--- src/rtl/frsp_fifo.sv ---
module frsp_fifo #(
   parameter int WIDTH = 8,
   parameter int DEPTH = 2
) (
   input  logic             clock,
   input  logic             reset,
   input  logic             push,
   input  logic [WIDTH-1:0] wr_data,
   output logic             full,
   input  logic             pop,
   output logic [WIDTH-1:0] rd_data,
   output logic             empty
);
   localparam int AW = (DEPTH > 1) ? $clog2(DEPTH) : 1;

   logic [WIDTH-1:0] slot_ff [DEPTH];
   logic [AW-1:0]    wp_ff, wp_in, rp_ff, rp_in;
   logic [AW:0]      cnt_ff, cnt_in;
   logic             do_push, do_pop;

   assign full    = (cnt_ff == (AW+1)'(DEPTH));
   assign empty   = (cnt_ff == '0);
   assign do_push = push && !full;
   assign do_pop  = pop && !empty;
   assign rd_data = slot_ff[rp_ff];

   // pointer and count update
   always_comb begin
      wp_in  = wp_ff;
      rp_in  = rp_ff;
      cnt_in = cnt_ff;
      if (do_push) begin
         wp_in = (wp_ff == AW'(DEPTH-1)) ? '0 : wp_ff + 1'b1;
      end
      if (do_pop) begin
         rp_in = (rp_ff == AW'(DEPTH-1)) ? '0 : rp_ff + 1'b1;
      end
      if (do_push && !do_pop) begin
         cnt_in = cnt_ff + 1'b1;
      end else if (do_pop && !do_push) begin
         cnt_in = cnt_ff - 1'b1;
      end
   end

   always_ff @(posedge clock) begin
      if (reset) begin
         wp_ff  <= '0;
         rp_ff  <= '0;
         cnt_ff <= '0;
      end else begin
         wp_ff  <= wp_in;
         rp_ff  <= rp_in;
         cnt_ff <= cnt_in;
      end
   end

   // storage
   always_ff @(posedge clock) begin
      if (do_push) begin
         slot_ff[wp_ff] <= wr_data;
      end
   end

endmodule

--- config.mk ---
export PLATFORM = sky130hd
export DESIGN_NAME = frsp_fifo
export DESIGN_NICKNAME = d
export VERILOG_FILES = /design/src/rtl/frsp_fifo.sv
export SDC_FILE = /design/constraint.sdc
export NUM_CORES = 1
export LEC_CHECK = 0
export BUFFER_PORTS_ARGS = -buffer_cell sky130_fd_sc_hd__buf_2
export CAP_MARGIN = 5
export CORE_MARGIN = 3
export CORE_UTILIZATION = 48
export CTS_CLUSTER_DIAMETER = 50
export DETAILED_ROUTE_END_ITERATION = 6
export GPL_ROUTABILITY_DRIVEN = 0
export PLACE_DENSITY = 0.74
export SYNTH_ARGS = -nofsm -noshare
export SYNTH_HDL_FRONTEND = slang
export SYNTH_SLANG_ARGS = --single-unit
--- constraint.sdc ---
create_clock -name clock -period 2.1 [get_ports clock]
set_clock_uncertainty 0.05 [all_clocks]
set_input_delay 0.105 -clock clock [delete_from_list [all_inputs] [get_ports clock]]
set_output_delay 0.105 -clock clock [all_outputs]
set_load 0.005 [all_outputs]
==> metrics.md, run 1 <==
| Metric | Value |
|---|---|
| Status | finished clean |
| Yosys warns | 0 |
| All-Layer GR Usage | 0.112 |
| Reg clk slew, reported paths | around 0.10 ns |
| Yosys reg bits | 21 |
| Min cycle time layout | approximately 1.6 ns |
| Clock buffer depth | 2 |
| Met1 Use GR | 0.134 |
| Crit path from | cnt_ff[1] |
| Peak supply drop | roughly 0.84 mV |
| Share of cells above drive strength 1 | 0.398 |
| Initial antenna violation count | 0 |
| Worst setup SP type | flop |
| Max Freq | approximately 600 MHz |
| Worst Hold Class | input port to flop |
| Top post-synthesis cells by area | edfxtp_1 61%, dfxtp_1 13%, mux2_2 11%, xor2_1 3.3%, nor2_1 2.4% |
| Routed Antenna Nets | 0 |
| CP Class | flop to flop |
| First-pass detailed-route iteration total | 3 |
| Mean post-synth cell area | approximately 16 um2 |
| Post-CTS Resized | 0 |
| Total negative slack | 0 ns |
| TritonCTS Buffers | 3 |
| Overflow left after global routing | 0 |
| Area leader, netlist | edfxtp_1 |
| Mapped Area | between 700 and 800 um2 |
| Die extent in x | ~47 um |
| CP required | 2.27 ns |
| Comb power frac | 0.287 |
| NumNets Final | between 90 and 100 |
| CTS Sinks | 21 |
| Placed instance count | 86 |
| Pins Over Slew Limit | 0 |
| Setup slack, reg-to-reg | about 0.48 ns |
| Post-CTS setup buffers | 0 |
| Switch share | 0.278 |
| Sequential power share | 0.545 |
| H-tree depth | 1 |
| Finished Layout Cells | 99 |
| Starting DRC count in detailed routing | 3 |
| Sw power | roughly 0.00030 W |
| # DRC | 0 |
| Design area | roughly 0.0010 mm2 |
| Core area | 0.00152 mm2 |
| Crit path capture | cnt_ff[1] |
| DP Area | around 910 um2 |
| Area grow syn2layout | 29.8% |
| Unrepaired setup endpoints after global routing | no |
| CTS tree | built |
| Sequential fraction of the synthesis area | 0.732 |
| Worst EP arrival | 1.79 ns |
| Final Hold Fails | 0 |
| IO Pins | 22 |
| Worst slew margin | 0.735 |
| Max-cap violation count | 0 |
| GR Layer Usage met2 | 0.184 |
| Mapped Nets | 63 |
| Clock power frac | 0.168 |
| Vias in the first global route | 410 |
| Root Driver | clkbuf_4 |
| Mapped Cells | 50 |
| Cell Pwr Density | 1040 mW/mm2 |
| GR peak layer | met2 |
| Worst slew pin tran | roughly 0.4 ns |
| Die area | about 0.0022 mm2 |
| DRT Wirelength | 1.17 mm |
| Synth top area share | 0.606 |
| Final hold slack | between 0.1 and 0.15 ns |
| Avg Vias per Cell | a little under 5 |
| Launching point of the worst reg2reg path | cnt_ff[1] |
| Crit path capture type | flop |
| Critical R2R Capture | cnt_ff[1] |
| Static leakage | approximately 0.42 nW |
| Critical Path, Cell by Cell | nor2b_2 -> nor2_1 -> ha_1 -> or3_1 -> a21oi_1 |
| Worst Min Path Start | push |
| Global-route wire length before repair | about 1.7 mm |
| Chip Height | 46.7 um |
| Largest net degree at the start of global routing | 12 |
| Finish-stage setup viols | 0 |
| Port Buf Inserts | 21 |
| WL per Instance | ~12 um |
| Via Count | a little under 500 |
| Slowest-stage cell, CP | dfxtp_1 |
| Final worst-path cycle share | 0.772 |
| Hold Buf Count CTS | 9 |
| CP max FO | 5 |
| Yosys cell types | 13 |
| Final HPWL from detailed placement | between 800 and 900 um |
| Worst Reg-to-Reg Cells | 5 |
| Met3 global-route usage | 0.0352 |
| Biggest cell delay along the critical path | slightly below 0.4 ns |
| Ant. Diodes | 0 |
| Starting density of the core | 0.521 |
| Worst-Skew Late Latency | around 0.28 ns |
| Row count | 14 |
| Internal Power | 0.000776 W |
==> worst min-delay path by stage <==
stage                     slack, ns       endpoint  cells past startpoint
after floorplan                0.12      cnt_ff[1]                      1
after global placement         0.24  slot_ff[0][6]                      1
after detailed placement       0.25  slot_ff[0][0]                      1
after CTS                      0.13          wp_ff                      4
after global routing           0.15          wp_ff                      4
final                          0.14          wp_ff                      4
==> cell usage after synthesis (all sizes together) <==
cell type and count:
or3 2, nor2 5, edfxtp 16, nor2b 1, o21ai 3, and2 1, dfxtp 5, buf 1
ha 1, inv 2, a21oi 2, xor2 3, mux2 8
==> cell usage in the layout, fill, tap and decap left out <==
cell / Yosys / layout
nor2b_2: 1 / 1
xor2_1: 3 / 3
dlygate4sd3_1: 0 / 9
ha_1: 1 / 1
buf_2: 1 / 21
dfxtp_1: 5 / 5
clkbuf_4: 0 / 3
o21ai_0: 3 / 3
mux2_2: 8 / 8
nor2_1: 5 / 5
or3_1: 2 / 2
clkbuf_1: 0 / 1
and2_1: 1 / 1
inv_1: 2 / 2
a21oi_1: 2 / 2
edfxtp_1: 16 / 16
==> cells by family after synthesis <==
logic type               after synthesis  synth area share
flip-flops                            21             0.732
AND/OR/NAND/NOR                        9            0.0584
multiplexers                           8             0.114
AO/OA/AOI/OAI                          5            0.0315
XOR/XNOR                               3            0.0331
buffers and inverters                  3            0.0158
adder cells (fa/ha/maj)                1            0.0158
==> metal layers <==
layer / share of wire / up-vias
met5: 0 / -
met4: 0 / 0
met3: 0.056 / 0
met2: 0.49 / 15
met1: 0.46 / 222
li1: - / 247
==> power by group through the flow <==
stage | Sequential, W | Combinational [W] | Clock [W]
after floorplan | 0.000565 | 0.000216 | 0
after global placement | 0.000590 | 0.000291 | 0
after detailed placement | 0.000596 | 0.000298 | 0
after CTS | 0.000587 | 0.000314 | 0.000190
after global routing | 0.000594 | 0.000345 | 0.000209
final | 0.000585 | 0.000309 | 0.000181
==> through the flow <==
step / setup WS, ns / utilization / power, W
after global placement: 0.564 / 0.599 / 0.000882
after CTS: 0.488 / 0.676 / 0.00109
after detailed placement: 0.520 / 0.599 / 0.000895
final: 0.480 / 0.676 / 0.00107
after floorplan: 0.595 / - / 0.000782
after global routing: 0.402 / 0.676 / 0.00115
==> flip-flops by register name, summed over array words and instances, names as in the netlist, named ones only <==
name     cells
slot_ff     16
cnt_ff       2
rp_ff        1
wp_ff        1
==> worst max-delay path, delay by kind of cell, from the launching register on <==
| kind | cells | cell delay (ns) |
|---|---|---|
| DFF | 1 | 0.39 |
| AOI/OAI and AO/OA | 1 | 0.15 |
| adders and majority gates | 1 | 0.31 |
| and+or+nand+nor | 3 | 0.67 |
==> area by class of cell <==
class                   count  area, um2
flip-flops and latches     21        581
fillers                   112        494
multi-input cells          26        200
repair buffers             30        195
clock buffers               4       26.3
well taps                  16       20.0
inverters                   2       7.51
Note: power is estimated with default switching activity, not from simulation.
==> run 2: changes to the inputs <==
--- a/config.mk
+++ b/config.mk
@@ -5,14 +5,15 @@
 export SDC_FILE = /design/constraint.sdc
 export NUM_CORES = 1
 export LEC_CHECK = 0
+export ABC_AREA = 1
 export BUFFER_PORTS_ARGS = -buffer_cell sky130_fd_sc_hd__buf_2
 export CAP_MARGIN = 5
 export CORE_MARGIN = 3
-export CORE_UTILIZATION = 48
+export CORE_UTILIZATION = 44
 export CTS_CLUSTER_DIAMETER = 50
 export DETAILED_ROUTE_END_ITERATION = 6
 export GPL_ROUTABILITY_DRIVEN = 0
-export PLACE_DENSITY = 0.74
+export PLACE_DENSITY = 0.71
 export SYNTH_ARGS = -nofsm -noshare
 export SYNTH_HDL_FRONTEND = slang
 export SYNTH_SLANG_ARGS = --single-unit
==> constraint.sdc (replaced) <==
create_clock -name clock -period 1.33 [get_ports clock]
set_clock_uncertainty 0.05 [all_clocks]
set_input_delay 0.0665 -clock clock [delete_from_list [all_inputs] [get_ports clock]]
set_output_delay 0.0665 -clock clock [all_outputs]
set_load 0.005 [all_outputs]
==> metrics.md, run 2 <==
| Metric | Value |
|---|---|
| CP required | 1.51 ns (-0.76 ns) |
| Root Driver | clkbuf_4 |
| Row count | 15 (+1) |
| NumNets Final | 120 (+24%) |
| GR peak layer | met2 |
| Yosys cell types | 16 (+3) |
| Clock buffer depth | 2 (unchanged) |
| Biggest cell delay along the critical path | 0.36 ns (-0.03 ns) |
| GR Layer Usage met2 | 0.246 (+0.0615) |
| Mean post-synth cell area | 13.4 um2 (-16%) |
| Peak supply drop | 1.21 mV (+45%) |
| Worst slew pin tran | 0.164 ns (-0.234 ns) |
| Synth top cells by count | 16 x edfxtp_1, 9 x nor2_1, 8 x mux2_2 |
| Initial antenna violation count | 0 (unchanged) |
| Most common cell in the synthesized netlist | edfxtp_1 |
| Yosys warns | 0 (unchanged) |
| H-tree depth | 1 (unchanged) |
| Setup WS post-layout | -0.0165 ns (-0.496 ns) |
| Worst Hold Class | input port to flop |
| Met3 global-route usage | 0.0336 (-0.00152) |
| Vias in the first global route | 561 (+37%) |
| Max-cap violation count | 0 (unchanged) |
| TritonCTS Buffers | 3 (unchanged) |
| Mapped Cells | 62 (+24%) |
| Mapped Nets | 75 (+19%) |
| Failing checks | setup timing |
| Max Freq | 743 MHz (+20%) |
| Worst slack at placement | -0.0898 ns (-0.610 ns) |
| Most common library cell in the layout ignoring fill and taps | edfxtp_1 |
| Min cycle time layout | 1.35 ns (-0.274 ns) |
| Avg Vias per Cell | 4.48 (-8.3%) |
| Most Frequent Cell on Critical Path | inv_2 |
| Share of cells above drive strength 1 | 0.547 (+0.150) |
| Finished Core Util | 0.735 (+0.0598) |
| Max reg flops | 16 (unchanged) |
| Area leader, netlist | edfxtp_1 |
| All-Layer GR Usage | 0.144 (+0.0317) |
| Final Hold Fails | 0 (unchanged) |
| Crit path capture type | flop |
| Status | complete, but fails checks |
| Port Buf Inserts | 21 (unchanged) |
| IO Pins | 22 (unchanged) |
| Routed Antenna Nets | 0 (unchanged) |
| Finish-stage setup viols | 2 (+2) |
| Pins Over Slew Limit | 0 (unchanged) |
| DRT Wirelength | 1.60 mm (+36%) |
| Critical Path, Cell by Cell | inv_2 -> o21ai_2 -> inv_2 -> ha_4 -> inv_4 -> nand3_2 -> nand2_2 -> inv_2 -> nor2_2 |
| Area grow syn2layout | 55.0% |
| Synth top area share | 0.580 (-0.0256) |
| EDFF count, synth | 16 (unchanged) |
| Ant. Diodes | 0 (unchanged) |
| Die area | 0.00244 mm2 (+12%) |
| Chip Height | 49.4 um (+5.9%) |
| Ys async rst share | 0 (unchanged) |
| Worst-Skew Late Latency | 0.29 ns (about the same) |
| Commonest cells after routing, fill and taps aside | 16 x edfxtp_1, 13 x buf_2, 10 x buf_4 |
| Mapped Area | 828 um2 (+4.4%) |
| Worst EP arrival | 1.52 ns (-0.27 ns) |
| Unrepaired setup endpoints after global routing | yes |
| Worst slew margin | 0.890 (+0.156) |
| First-pass detailed-route iteration total | 4 (+1) |
| Global-route wire length before repair | 2.55 mm (+53%) |
| Via Count | 587 (+21%) |
| Final HPWL from detailed placement | 1.02 mm (+24%) |
| Worst setup SP type | flop |
| Main flop type after synthesis | edfxtp_1 |
| WL per Instance | 12.2 um (+3.1%) |
| Cell Pwr Density | 1720 mW/mm2 (+65%) |
| CTS tree | built |
| Starting DRC count in detailed routing | 2 (-1) |
| Met1 Use GR | 0.163 (+0.0294) |
| Largest net degree at the start of global routing | 12 (unchanged) |
| Die extent in x | 49.4 um (+5.9%) |
| Yosys reg bits | 21 (unchanged) |
| Final worst-path cycle share | 1.01 (+0.241) |
| Overflow left after global routing | 0 (unchanged) |
| Slowest-stage cell, CP | dfxtp_2 |
| Core area | 0.00175 mm2 (+15%) |
| Static leakage | 0.548 nW (+32%) |
| # DRC | 0 (unchanged) |
| CP max FO | 4 (-1) |
| Reg clk slew, reported paths | 0.10 ns (about the same) |
| Largest registers | slot_ff (16), cnt_ff (2) |
| CTS Sinks | 21 (unchanged) |
| Largest Register | slot_ff |
| CP Class | flop to flop |
| Top post-synthesis cells by area | edfxtp_1 58%, dfxtp_1 12%, mux2_2 11%, nor2_1 4.1%, inv_1 3.2% |
| Sequential fraction of the synthesis area | 0.701 (-0.0310) |
| Starting density of the core | 0.475 (-0.0460) |
==> run 2: changes by cell type after synthesis, sizes merged, moves of 2 or more <==
cell / delta
or3: -2
inv: +7
nand2: +4
nor2: +4
o21ai: +2
xor2: -3
==> run 2: per-stage QoR <==
step                instance area (um2)  setup TNS [ns]  total power, W  instances  hold WS, ns
finish                             1280         -0.0180         0.00221        131       0.0989
global route                       1280          -0.289         0.00237        131        0.116
CTS                                1170               0         0.00197        129       0.0796
detailed placement                 1010          -0.119         0.00153        113        0.208
global placement                   1010        -0.00407         0.00150        113        0.205
floorplan                           830          -0.347         0.00127         62        0.115
==> run 2: path summary, 6_finish.rpt <==
check                                from         to  slack [ns]  depth (start not counted)
worst max-delay path            cnt_ff[1]  cnt_ff[1]       -0.02                          9
worst min-delay path                  pop       flop         0.1                          4
worst max register to register  cnt_ff[1]  cnt_ff[1]       -0.02                          9
worst min register to register      wp_ff      wp_ff        0.47                          2
==> run 2: routing by layer <==
layer,routed length (um),vias to the layer above,share of wire
li1,-,300,-
met1,681,269,0.43
met2,831,16,0.52
met3,68,2,0.043
met4,17,0,0.011
met5,0,-,0
==> run 2: timing repair <==
item / 4_1_cts / 5_1_grt
endpoints found under the setup margin: 10 / 11
setup buffers: 3 / 2
cloned: 0 / 0
hold buffers: 9 / 0
hold endpoints to repair: 17 / 0
pin swaps: 2 / 5
resized for setup: 8 / 22
==> run 2: cells by family (layout without fill, tap and decap cells) <==
logic type	count (synthesis)	after routing	share of synthesized area
buffers and inverters	10	54	0.0468
adders and majority gates	1	1	0.0151
AOI/OAI and AO/OA	6	6	0.0453
DFF	21	21	0.701
and+or+nand+nor	16	16	0.0831
muxes	8	8	0.109
==> run 2: critical path, delay by kind of cell, from the launching register on <==
| family | cells | cell delay [ns] |
|---|---|---|
| DFF | 1 | 0.36 |
| buffers and inverters | 4 | 0.23 |
| adders and majority gates | 1 | 0.25 |
| AOI/OAI and AO/OA | 1 | 0.17 |
| and+or+nand+nor | 3 | 0.23 |
==> run 2: final cells by class <==
| type | instances | area (um2) |
|---|---|---|
| repair buffers | 41 | 332 |
| flip-flops and latches | 21 | 589 |
| fillers | 121 | 462 |
| clock buffers | 4 | 26.3 |
| well taps | 25 | 31.3 |
| inverters | 9 | 36.3 |
| multi-input cells | 31 | 269 |
==> run 2: where the power goes <==
group	total [W]	internal, W	switching (W)
sequential	0.000949	0.000854	0.0000947
clock	0.000290	0.000116	0.000173
combinational	0.000968	0.000579	0.000389
==> run 3: changes to the inputs <==
--- a/config.mk
+++ b/config.mk
@@ -5,7 +5,6 @@
 export SDC_FILE = /design/constraint.sdc
 export NUM_CORES = 1
 export LEC_CHECK = 0
-export ABC_AREA = 1
 export BUFFER_PORTS_ARGS = -buffer_cell sky130_fd_sc_hd__buf_2
 export CAP_MARGIN = 5
 export CORE_MARGIN = 3
@@ -13,7 +12,7 @@
 export CTS_CLUSTER_DIAMETER = 50
 export DETAILED_ROUTE_END_ITERATION = 6
 export GPL_ROUTABILITY_DRIVEN = 0
-export PLACE_DENSITY = 0.71
+export PLACE_DENSITY = 0.72
 export SYNTH_ARGS = -nofsm -noshare
 export SYNTH_HDL_FRONTEND = slang
 export SYNTH_SLANG_ARGS = --single-unit
==> metrics.md, run 3 (synthesized netlist as in run 1, its figures left out) <==
| Metric | Value |
|---|---|
| Status | complete, but fails checks |
| Failing checks | setup timing |
| CTS Sinks | 21 (unchanged) |
| Unrepaired setup endpoints after global routing | yes |
| TritonCTS Buffers | 3 (unchanged) |
| Final hold slack | 0.170 ns (+0.0707 ns) |
| Routed Antenna Nets | 0 (unchanged) |
| Max reg flops | 16 (unchanged) |
| Design area | 0.00122 mm2 (-4.6%) |
| Max Freq | 687 MHz (-7.5%) |
| Core area | 0.00159 mm2 (-8.7%) |
| Chip Height | 48.5 um (-1.9%) |
| Largest net degree at the start of global routing | 12 (unchanged) |
| Worst slew pin tran | 0.196 ns (+0.0320 ns) |
| Starting density of the core | 0.498 (+0.0231) |
| Static leakage | 0.506 nW (-7.6%) |
| H-tree depth | 1 (unchanged) |
| Area of the multi-input gates | 259 um2 (-3.7%) |
| Worst-Skew Late Latency | 0.30 ns (about the same) |
| FILL cells | 99 (-18%) |
| First-pass detailed-route iteration total | 3 (-1) |
| Reg area | 587 um2 (-0.42%) |
| CP max FO | 4 (unchanged) |
| Cell Pwr Density | 1730 mW/mm2 (+0.45%) |
| Clock power frac | 0.138 (+0.007) |
| Final Hold Fails | 0 (unchanged) |
| Share of cells above drive strength 1 | 0.538 (-0.00871) |
| Ant. Diodes | 0 (unchanged) |
| Clock buffer depth | 2 (unchanged) |
| DRT Wirelength | 1.55 mm (-3.3%) |
| Worst slew margin | 0.868 (-0.0223) |
| WL per Instance | 13.4 um (+10%) |
| Via Count | 532 (-9.4%) |
| Die extent in x | 48.5 um (-1.9%) |
| Finish-stage setup viols | 9 (+7) |
| Vias in the first global route | 558 (-0.53%) |
| Die area | 0.00235 mm2 (-3.7%) |
| Internal Power | 0.00152 W (-1.7%) |
| NumNets Final | 105 (-13%) |
| Switch share | 0.280 (-0.0179) |
| Initial antenna violation count | 0 (unchanged) |
| Sequential power share | 0.455 (+0.025) |
| Area grow syn2layout | 54.4% |
| IO Pins | 22 (unchanged) |
| CTS tree | built |
| Most common library cell in the layout ignoring fill and taps | edfxtp_1 |
| Final worst-path cycle share | 1.09 (+0.0818) |
| Worst EP arrival | 1.43 ns (-0.09 ns) |
| CP Class | flop to flop |
| Global-route wire length before repair | 2.40 mm (-5.7%) |
| Comb power frac | 0.407 (-0.032) |
| Row count | 14 (-1) |
| Max-cap violation count | 0 (unchanged) |
| DP Area | 983 um2 (-2.2%) |
| Largest registers | slot_ff (16), cnt_ff (2) |
| All-Layer GR Usage | 0.134 (-0.00944) |
| Largest Register | slot_ff |
| Worst setup SP type | flop |
| Reg clk slew, reported paths | 0.11 ns (about the same) |
| Critical Path, Cell by Cell | nor2b_4 -> buf_4 -> or3_4 -> inv_4 -> buf_6 |
| Peak supply drop | 1.13 mV (-6.9%) |
| Port Buf Inserts | 21 (unchanged) |
| Min cycle time layout | 1.46 ns (+0.109 ns) |
| Commonest cells after routing, fill and taps aside | 16 x edfxtp_1, 13 x buf_2, 10 x buf_6 |
| Slowest-stage cell, CP | dfxtp_2 |
| Sw power | 0.000592 W (-9.9%) |
| Pins Over Slew Limit | 0 (unchanged) |
| Setup WS post-layout | -0.125 ns (-0.109 ns) |
| Crit path capture type | flop |
| Overflow left after global routing | 0 (unchanged) |
| Starting DRC count in detailed routing | 5 (+3) |
| Root Driver | clkbuf_4 |
| # DRC | 0 (unchanged) |
| Biggest cell delay along the critical path | 0.35 ns (about the same) |
| Worst Hold Class | input port to flop |
| CP required | 1.31 ns (-0.20 ns) |
| Avg Vias per Cell | 4.63 (+3.2%) |
| Final HPWL from detailed placement | 966 um (-5.2%) |
[run 3: cell types whose count changed in the layout (fill, tap and decap cells not counted), moves of 3 or more]
cell     change
nor2_1       -4
inv_2        -4
buf_4        -4
xor2_1       +3
inv_1        -3
nand2_1      -3
[run 3: timing repair]
item | 4_1_cts | 5_1_grt
hold buffers | 9 | 0
cloned | 0 | 0
hold endpoints to repair | 21 | 0
pin swaps | 3 | 1
resized for setup | 6 | 21
setup endpoints to repair | 18 | 18
setup buffers | 0 | 1
[run 3: through the flow]
step | util | worst slack, ns | setup TNS (ns) | total power, W | cells
2_1_floorplan | - | -0.0922 | -0.0922 | 0.00126 | 50
3_3_place_gp | 0.617 | -0.0518 | -0.0518 | 0.00152 | 101
3_5_place_dp | 0.617 | -0.103 | -0.123 | 0.00154 | 101
4_1_cts | 0.704 | -0.113 | -0.461 | 0.00191 | 114
5_1_grt | 0.768 | -0.169 | -1.50 | 0.00225 | 115
6_report | 0.768 | -0.125 | -1.06 | 0.00211 | 115
[run 3: cell type report]
cell class	count	area share
Sequential cell	21	0.479
Timing Repair Buffer	38	0.255
Multi-Input combinational cell	26	0.211
Tap cell	24	0.0245
Clock buffer	4	0.0215
Inverter	2	0.00817
[run 3: power by group through the flow]
stage	Combinational (W)	Clock (W)	Sequential, W
finish	0.000860	0.000293	0.000962
global route	0.000945	0.000326	0.000979
CTS	0.000660	0.000307	0.000941
detailed placement	0.000602	0	0.000943
global placement	0.000586	0	0.000934
floorplan	0.000352	0	0.000905
[run 3: worst paths after layout]
check	endpoint	from	cells past startpoint	slack (ns)
worst max register to register	slot_ff[0][6]	cnt_ff[1]	5	-0.13
worst min register to register	rp_ff	rp_ff	2	0.48
worst max-delay path	slot_ff[0][6]	cnt_ff[1]	5	-0.13
worst min-delay path	wp_ff	push	4	0.17
[run 3: critical path: cells and delay by family (launching register included)]
kind                   cells  cell delay [ns]
AND/OR/NAND/NOR            2             0.48
buffers and inverters      3             0.30
flip-flops                 1             0.35
[run 3: layer usage]
layer	wire length [um]	share of wire	vias up	global-route usage
li1	-	-	261	-
met1	599	0.39	251	0.139
met3	76	0.049	4	0.0337
met2	830	0.54	16	0.248
met5	0	0	-	0
met4	39	0.025	0	0.0711
